===== config.mk =====
export PLATFORM = sky130hd
export DESIGN_NAME = dedup_fifo_queue
export DESIGN_NICKNAME = d
export VERILOG_FILES = /design/src/design/dfq_pkg.sv /design/src/design/dfq_ram.sv /design/src/design/dfq_ctrl.sv /design/src/design/dedup_fifo_queue.sv
export SDC_FILE = /design/constraint.sdc
export NUM_CORES = 1
export LEC_CHECK = 0
export BUFFER_PORTS_ARGS = -buffer_cell sky130_fd_sc_hd__buf_2
export CELL_PAD_IN_SITES_DETAIL_PLACEMENT = 0
export CELL_PAD_IN_SITES_GLOBAL_PLACEMENT = 1
export CORE_MARGIN = 1
export CORE_UTILIZATION = 54
export DETAILED_ROUTE_END_ITERATION = 12
export PLACE_DENSITY_LB_ADDON = 0.1
export SYNTH_ARGS = -nofsm -noshare
export SYNTH_HDL_FRONTEND = slang
export SYNTH_SLANG_ARGS = --single-unit
export TNS_END_PERCENT = 20

===== constraint.sdc =====
create_clock -name clock -period 8.5 [get_ports clock]
set_input_delay 1.7 -clock clock [delete_from_list [all_inputs] [get_ports clock]]
set_output_delay 1.7 -clock clock [all_outputs]
set_load 0.005 [all_outputs]

===== src/design/dfq_pkg.sv =====
package dfq_pkg;

   // request operation codes
   typedef enum logic [1:0] {
      CMD_ENQ  = 2'd0,
      CMD_DEQ  = 2'd1,
      CMD_SHOW = 2'd2,
      CMD_NONE = 2'd3
   } cmd_type;

   // result status codes
   typedef enum logic [1:0] {
      ST_OK    = 2'd0,
      ST_FULL  = 2'd1,
      ST_DUP   = 2'd2,
      ST_EMPTY = 2'd3
   } status_type;

   // sequencer states
   typedef enum logic [2:0] {
      S_IDLE,
      S_RD,
      S_CMP,
      S_SHOW,
      S_RESP
   } state_type;

   // one result item handed from the sequencer to the output register
   typedef struct packed {
      status_type         status;
      logic signed [31:0] entry_value;
      logic [3:0]         position;
      logic               last;
   } rsp_type;

endpackage


===== src/design/dfq_ram.sv =====
module dfq_ram #(
   parameter int WIDTH = 32,
   parameter int DEPTH = 16,
   parameter int AW    = (DEPTH > 1) ? $clog2(DEPTH) : 1
) (
   input  logic             clock,
   input  logic             wr_en,
   input  logic [AW-1:0]    wr_addr,
   input  logic [WIDTH-1:0] wr_data,
   input  logic             rd_en,
   input  logic [AW-1:0]    rd_addr,
   output logic [WIDTH-1:0] rd_data
);

   logic [WIDTH-1:0] mem [DEPTH];

   // one write port, one registered read port; read data holds when idle
   always_ff @(posedge clock) begin
      if (wr_en) begin
         mem[wr_addr] <= wr_data;
      end
      if (rd_en) begin
         rd_data <= mem[rd_addr];
      end
   end

endmodule


===== src/design/dfq_ctrl.sv =====
module dfq_ctrl #(
   parameter int DEPTH = 16,
   parameter int AW    = (DEPTH > 1) ? $clog2(DEPTH) : 1,
   parameter int CW    = $clog2(DEPTH + 1)
) (
   input  logic               clock,
   input  logic               reset,
   // request channel
   input  logic               req_valid,
   output logic               req_ready,
   input  logic [1:0]         req_cmd,
   input  logic signed [31:0] req_value,
   // output register handoff
   input  logic               out_free,
   output logic               push,
   output dfq_pkg::rsp_type   rsp_item,
   // entry memory
   output logic               ram_wr_en,
   output logic [AW-1:0]      ram_wr_addr,
   output logic [31:0]        ram_wr_data,
   output logic               ram_rd_en,
   output logic [AW-1:0]      ram_rd_addr,
   input  logic [31:0]        ram_rd_data
);

   import dfq_pkg::*;

   localparam int SW = AW + 1;

   state_type          state_ff, state_in;
   cmd_type            cmd_ff, cmd_in;
   status_type         status_ff, status_in;
   logic signed [31:0] value_ff, value_in;
   logic [CW-1:0]      idx_ff, idx_in;
   logic [CW-1:0]      count_ff, count_in;
   logic [AW-1:0]      head_ff, head_in;

   logic          accept;
   logic          full;
   logic          empty;
   logic          match;
   logic          at_last;
   logic [CW-1:0] idx_nxt;

   // circular index: base plus offset, folded back below DEPTH
   function automatic logic [AW-1:0] wrap_add(input logic [AW-1:0] base,
                                              input logic [CW-1:0] off);
      logic [SW-1:0] sum;
      sum = {1'b0, base} + SW'(off);
      if (sum >= SW'(DEPTH)) begin
         sum = sum - SW'(DEPTH);
      end
      return sum[AW-1:0];
   endfunction

   // shared compare unit and index arithmetic
   assign req_ready   = (state_ff == S_IDLE);
   assign accept      = req_valid && req_ready;
   assign full        = (count_ff == CW'(DEPTH));
   assign empty       = (count_ff == '0);
   assign match       = (ram_rd_data == value_ff);
   assign idx_nxt     = idx_ff + CW'(1);
   assign at_last     = (idx_nxt == count_ff);
   assign ram_rd_addr = wrap_add(head_ff, idx_ff);
   assign ram_wr_addr = wrap_add(head_ff, count_ff);
   // append into an empty queue writes straight from the request
   assign ram_wr_data = (state_ff == S_IDLE) ? req_value : value_ff;

   // next state
   always_comb begin
      state_in = state_ff;
      unique case (state_ff)
         S_IDLE: begin
            if (accept) begin
               unique case (cmd_type'(req_cmd))
                  CMD_ENQ:  state_in = (full || empty) ? S_RESP : S_RD;
                  CMD_DEQ:  state_in = S_RESP;
                  CMD_SHOW: state_in = empty ? S_RESP : S_RD;
                  CMD_NONE: state_in = S_IDLE;
                  default:  state_in = S_IDLE;
               endcase
            end
         end
         S_RD:   state_in = (cmd_ff == CMD_ENQ) ? S_CMP : S_SHOW;
         S_CMP:  state_in = (match || at_last) ? S_RESP : S_RD;
         S_SHOW: begin
            if (out_free) begin
               state_in = at_last ? S_IDLE : S_RD;
            end
         end
         S_RESP: state_in = out_free ? S_IDLE : S_RESP;
         default: state_in = S_IDLE;
      endcase
   end

   // outputs and datapath updates
   always_comb begin
      cmd_in    = cmd_ff;
      status_in = status_ff;
      value_in  = value_ff;
      idx_in    = idx_ff;
      count_in  = count_ff;
      head_in   = head_ff;
      ram_wr_en = 1'b0;
      ram_rd_en = 1'b0;
      push      = 1'b0;
      rsp_item  = '{status: ST_OK, entry_value: '0, position: '0, last: 1'b1};
      unique case (state_ff)
         S_IDLE: begin
            if (accept) begin
               cmd_in   = cmd_type'(req_cmd);
               value_in = req_value;
               idx_in   = '0;
               unique case (cmd_type'(req_cmd))
                  CMD_ENQ: begin
                     if (full) begin
                        status_in = ST_FULL;
                     end else if (empty) begin
                        // nothing to search: append at once
                        status_in = ST_OK;
                        ram_wr_en = 1'b1;
                        count_in  = count_ff + CW'(1);
                     end
                  end
                  CMD_DEQ: begin
                     if (empty) begin
                        status_in = ST_EMPTY;
                     end else begin
                        status_in = ST_OK;
                        head_in   = wrap_add(head_ff, CW'(1));
                        count_in  = count_ff - CW'(1);
                     end
                  end
                  CMD_SHOW: begin
                     if (empty) begin
                        status_in = ST_EMPTY;
                     end
                  end
                  CMD_NONE: begin
                  end
                  default: begin
                  end
               endcase
            end
         end
         S_RD: begin
            ram_rd_en = 1'b1;
         end
         S_CMP: begin
            if (match) begin
               status_in = ST_DUP;
            end else if (at_last) begin
               // no entry matched: append at the tail
               status_in = ST_OK;
               ram_wr_en = 1'b1;
               count_in  = count_ff + CW'(1);
            end else begin
               idx_in = idx_nxt;
            end
         end
         S_SHOW: begin
            if (out_free) begin
               push     = 1'b1;
               rsp_item = '{status: ST_OK, entry_value: ram_rd_data,
                            position: 4'(idx_ff), last: at_last};
               idx_in   = idx_nxt;
            end
         end
         S_RESP: begin
            if (out_free) begin
               push     = 1'b1;
               rsp_item = '{status: status_ff, entry_value: '0, position: '0,
                            last: 1'b1};
            end
         end
         default: begin
         end
      endcase
   end

   // registers
   always_ff @(posedge clock) begin
      if (reset) begin
         state_ff <= S_IDLE;
         count_ff <= '0;
         head_ff  <= '0;
      end else begin
         state_ff <= state_in;
         count_ff <= count_in;
         head_ff  <= head_in;
      end
      cmd_ff    <= cmd_in;
      status_ff <= status_in;
      value_ff  <= value_in;
      idx_ff    <= idx_in;
   end

`ifndef NO_ASSERTIONS
   a_count_range: assert property (@(posedge clock) disable iff (reset)
      count_ff <= CW'(DEPTH))
      else $error("count exceeds depth");

   a_push_free: assert property (@(posedge clock) disable iff (reset)
      push |-> out_free)
      else $error("result pushed into a busy output register");

   a_write_room: assert property (@(posedge clock) disable iff (reset)
      ram_wr_en |-> !full)
      else $error("append while queue is full");

   a_full_refuse: assert property (@(posedge clock) disable iff (reset)
      (accept && req_cmd == CMD_ENQ && full) |=>
         (state_ff == S_RESP && status_ff == ST_FULL && full))
      else $error("enqueue on full queue not refused");

   a_idx_bound: assert property (@(posedge clock) disable iff (reset)
      (state_ff == S_RD || state_ff == S_CMP || state_ff == S_SHOW) |->
         (idx_ff < count_ff))
      else $error("scan index past valid entries");
`endif

endmodule


===== src/design/dedup_fifo_queue.sv =====
// channel | direction | handshake              | payload
// req     | in        | req_valid / req_ready  | req_cmd, req_value
// rsp     | out       | rsp_valid / rsp_ready  | rsp_status, rsp_entry_value,
//         |           |                        | rsp_position, rsp_last
//
// Entries sit in a circular buffer in one RAM; one compare unit walks them.
// Enqueue: straight to S_RESP with an empty or full queue, else S_RD and S_CMP
// per entry compared, then S_RESP. Dequeue: straight to S_RESP. Display: S_RESP
// if empty, else S_RD and S_SHOW per entry; S_RD does the registered RAM read.
// Reset empties the queue at once; entry contents are left as they are.
// A stalled rsp channel holds the sequencer; req_ready is low until done.
module dedup_fifo_queue #(
   parameter int DEPTH = 16
) (
   input  logic               clock,
   input  logic               reset,
   input  logic               req_valid,
   output logic               req_ready,
   input  logic [1:0]         req_cmd,
   input  logic signed [31:0] req_value,
   output logic               rsp_valid,
   input  logic               rsp_ready,
   output logic [1:0]         rsp_status,
   output logic signed [31:0] rsp_entry_value,
   output logic [3:0]         rsp_position,
   output logic               rsp_last
);

   import dfq_pkg::*;

   localparam int AW = (DEPTH > 1) ? $clog2(DEPTH) : 1;
   localparam int CW = $clog2(DEPTH + 1);

   logic          out_free;
   logic          push;
   rsp_type       rsp_item;
   logic          ram_wr_en;
   logic [AW-1:0] ram_wr_addr;
   logic [31:0]   ram_wr_data;
   logic          ram_rd_en;
   logic [AW-1:0] ram_rd_addr;
   logic [31:0]   ram_rd_data;

   logic    rsp_valid_ff;
   rsp_type rsp_data_ff;

   dfq_ctrl #(
      .DEPTH (DEPTH),
      .AW    (AW),
      .CW    (CW)
   ) u_ctrl (
      .clock       (clock),
      .reset       (reset),
      .req_valid   (req_valid),
      .req_ready   (req_ready),
      .req_cmd     (req_cmd),
      .req_value   (req_value),
      .out_free    (out_free),
      .push        (push),
      .rsp_item    (rsp_item),
      .ram_wr_en   (ram_wr_en),
      .ram_wr_addr (ram_wr_addr),
      .ram_wr_data (ram_wr_data),
      .ram_rd_en   (ram_rd_en),
      .ram_rd_addr (ram_rd_addr),
      .ram_rd_data (ram_rd_data)
   );

   dfq_ram #(
      .WIDTH (32),
      .DEPTH (DEPTH),
      .AW    (AW)
   ) u_ram (
      .clock   (clock),
      .wr_en   (ram_wr_en),
      .wr_addr (ram_wr_addr),
      .wr_data (ram_wr_data),
      .rd_en   (ram_rd_en),
      .rd_addr (ram_rd_addr),
      .rd_data (ram_rd_data)
   );

   // output register: free when empty or being drained this cycle
   assign out_free = !rsp_valid_ff || rsp_ready;

   always_ff @(posedge clock) begin
      if (reset) begin
         rsp_valid_ff <= 1'b0;
      end else if (push) begin
         rsp_valid_ff <= 1'b1;
      end else if (rsp_ready) begin
         rsp_valid_ff <= 1'b0;
      end
      if (push) begin
         rsp_data_ff <= rsp_item;
      end
   end

   assign rsp_valid       = rsp_valid_ff;
   assign rsp_status      = rsp_data_ff.status;
   assign rsp_entry_value = rsp_data_ff.entry_value;
   assign rsp_position    = rsp_data_ff.position;
   assign rsp_last        = rsp_data_ff.last;

endmodule

==> summary.txt <==
Run status
  • Outcome: finished clean

Worst setup path
  • Worst flop-to-flop path endpoint: u_ram.rd_data[19]
  • Critical Path Start Type: flip-flop
  • Req. time, crit path: 8.78 ns
  • R2R setup slack: 4.50 ns
  • Arrival time worst endpoint: 4.28 ns
  • Reg2reg path depth: 8
  • CP max FO: 52
  • Reg2reg start: u_ctrl.idx_ff[0]
  • Worst Setup End Kind: flip-flop
  • Crit path kind: flip-flop to flip-flop

STA
  • Slew headroom: 29.0%
  • Setup repair after global routing missed its margin: no
  • Clock skew: 0.0233 ns
  • Worst slew pin tran: 1.06 ns
  • Final worst path period share: 47.1%
  • Slew Viols, Final: 0
  • Tmin final: 4.00 ns
  • Final Hold Violating Endpoints: 0
  • Final setup viols: 0
  • FMAX: 250 MHz
  • Setup TNS: 0 ns

Logic synthesis
  • Synth Register Bits: 637
  • Sequential-to-total area share from yosys stat: 75.4%
  • EDFF count, synth: 624
  • Netlist Area Pre-Place: 25200 µm²
  • Post-synthesis cell count: 1281
  • Post-Syn Area per Cell: 19.7 µm²
  • Synth Net Count: 1335
  • Yosys Warn Count: 0
  • Post-synth ARST share: 0%
  • Synth Flop Type: edfxtp_1
  • Synth unique cells: 50

Place
  • DP HPWL: 31000 µm
  • I/O Buffers: 78
  • GP Congestion: 0.791

Routing
  • Post-DRT Antenna Nets: 0
  • Met2 WL: 26400 µm
  • Initial DRT Pass Iterations: 5
  • DRT met1 WL: 24000 µm
  • Final wirelength: 54500 µm
  • DRC Markers: 0
  • Routed vias/inst: 6.09
  • WL per Instance: 26.7 µm
  • Top routing layer used: met4
  • DR vias: 12400
  • DRT iter0 DRCs: 1095
  • Met3 wire length: 2950 µm

Global route
  • Largest net degree at the start of global routing: 96
  • First-pass GRT wire length: 81600 µm
  • GRT Util Overall: 23.9%
  • Antenna violations before repair: 0
  • Vias in the first global route: 12500
  • Total gr overflow: 0

Clock network
  • Clock Pin Slew Worst Setup and Hold Paths: 0.06 ns
  • CTS buffer count: 67
  • # hold bufs at CTS: 0
  • Maximum root-to-sink buffer count: 3
  • CTS tree: done
  • H-tree levels: 3
  • CTS Sinks: 637
  • Post-CTS Setup Inserts: 0
  • Root buffer cell: clkbuf_16
  • Clock insertion delay at the later pin of the skew report: 0.59 ns
  • CTS resizes: 0

Die
  • Die area: 47500 µm²
  • Num rows: 78
  • Initial Utilization: 55.2%
  • IO Pins: 79
  • DIE HEIGHT: 218 µm
  • Core area: 45700 µm²
  • Chip Width: 218 µm

Power and ir drop
  • Pwr Total: 7100 µW
  • Peak supply drop: 0.204 mV
  • Static Leak: 0.00928 µW
  • Pwr dens: 248 nW/µm²

Cells and area
  • Layout Nets: 1452
  • Share of post-route cells with drive strength above 1: 26.6%
  • Core Util, Final: 62.6%
  • Area grow syn2layout: 13.5%
  • Diodes inserted: 0

Min path
  • Worst Hold Depth: 2
  • Hold Path Sink: u_ctrl.count_ff[4]
  • Hold Crit Class: flip-flop to flip-flop
  • Worst hold path startpoint: u_ctrl.count_ff[4]

Flow run
  • Max Cap Viol: 0
[how the worst max path moves through the flow]
stage                     start           endpoint  slack, ns  cells after the start
2_1_floorplan         req_valid   u_ram.mem[12][0]       1.78                      3
3_3_place_gp          req_valid    u_ram.mem[9][7]       4.35                      7
3_5_place_dp          req_valid    u_ram.mem[9][7]       4.32                      7
4_1_cts        u_ctrl.idx_ff[0]  u_ram.rd_data[19]       4.47                      8
5_1_grt        u_ctrl.idx_ff[0]  u_ram.rd_data[21]       4.33                      8
6_report       u_ctrl.idx_ff[0]  u_ram.rd_data[19]       4.50                      8
[placed cells by master, fill, tap and decap left out, types with 4 or more instances in the layout]
cell type,n
and2_0,5
nand4_1,9
buf_4,31
o21ai_0,6
a31oi_1,33
clkinv_1,13
ha_1,13
mux2_2,32
nor4_2,6
clkinv_2,6
a211oi_1,34
and2_1,63
or3_1,5
edfxtp_1,624
bufinv_16,7
nor3_2,11
o31ai_1,4
nand2_1,78
clkbuf_16,69
clkbuf_1,17
mux4_2,128
dfxtp_1,13
xnor2_1,42
a21oi_1,14
nand3_1,6
nor4_1,5
nand2b_1,5
xor2_1,9
nor2_1,20
inv_1,10
buf_2,78
[worst max-delay path: stages (launching register included)]
cell      delay (ns)
edfxtp_1        0.48
ha_4            0.17
inv_1           0.05
fa_4            1.35
buf_4           0.69
mux4_2          0.42
and2_1          0.18
a211oi_1        0.23
a31oi_1         0.07
[power breakdown]
group          switching [µW]  total [µW]  leakage, µW  internal (µW)
logic                     395         647      0.00246            252
registers                31.4        3620      0.00580           3590
clock network            1140        2830      0.00102           1690
total                    1560        7100      0.00928           5540
[state kept, by name (all words and copies together) (netlist names)]
name              count
u_ctrl.head_ff        4
u_ctrl.value_ff      32
rsp_status            2
rsp_entry_value      32
u_ctrl.status_ff      2
u_ram.mem           512
u_ctrl.cmd_ff         2
u_ctrl.state_ff       3
rsp_position          4
rsp_last              1
u_ram.rd_data        32
u_ctrl.count_ff       5
rsp_valid             1
u_ctrl.idx_ff         5
[metal layers]
| metal | vias to the layer above | track usage, % |
|---|---|---|
| met2 | 404 | 38.0 |
| met5 | - | 0 |
| li1 | 5412 | - |
| met1 | 6537 | 34.7 |
| met4 | 0 | 6.04 |
| met3 | 83 | 3.95 |
[cell type report]
class	instances	area (µm²)
clock buffers	86	1790
clock inverters	28	307
fillers	3230	17100
inverters	10	37.5
multi-input cells	572	6070
flip-flops and latches	637	19000
well taps	600	751
repair buffers	110	643
[cells by family (layout without fill, tap and decap cells)]
kind of cell	Yosys count	after routing	share of synthesized area, %
DFF	637	637	75.4
muxes	161	161	12.9
AOI/OAI and AO/OA	105	105	2.79
xor gates and xnor gates	55	55	1.97
buffers and inverters	72	234	1.16
and+or+nand+nor	235	235	4.91
adders and majority gates	16	16	0.854
[cell usage after synthesis, types with 6 or more instances]
cell type	number	share of area (%)
xor2_1	10	0.35
mux2_2	32	1.4
nor2_1	22	0.33
nor3_1	12	0.24
nor4_1	11	0.27
inv_1	10	0.15
dfxtp_1	13	1.0
a21oi_1	14	0.28
and2_1	64	1.6
clkbuf_1	44	0.66
a211oi_1	34	1.0
o21ai_0	6	0.12
edfxtp_1	624	74
nand2_1	78	1.2
buf_1	6	0.089
mux4_2	128	11
a31oi_1	33	0.82
buf_2	11	0.22
xnor2_1	44	1.5
nand3_1	6	0.12
ha_1	14	0.70
nand4_1	9	0.22
[per-stage QoR]
| stage | cell area [µm²] | std cells | worst slack [ns] | hold WS (ns) |
|---|---|---|---|---|
| after detailed placement | 26500 | 1929 | 4.32 | 0.568 |
| after global routing | 28600 | 2043 | 4.33 | 0.601 |
| after CTS | 28600 | 2043 | 4.47 | 0.577 |
| after floorplan | 25200 | 1281 | 1.78 | 0.514 |
| after global placement | 26500 | 1929 | 4.35 | 0.551 |
| final | 28600 | 2043 | 4.50 | 0.573 |
Power figures use the tool's default switching activity.
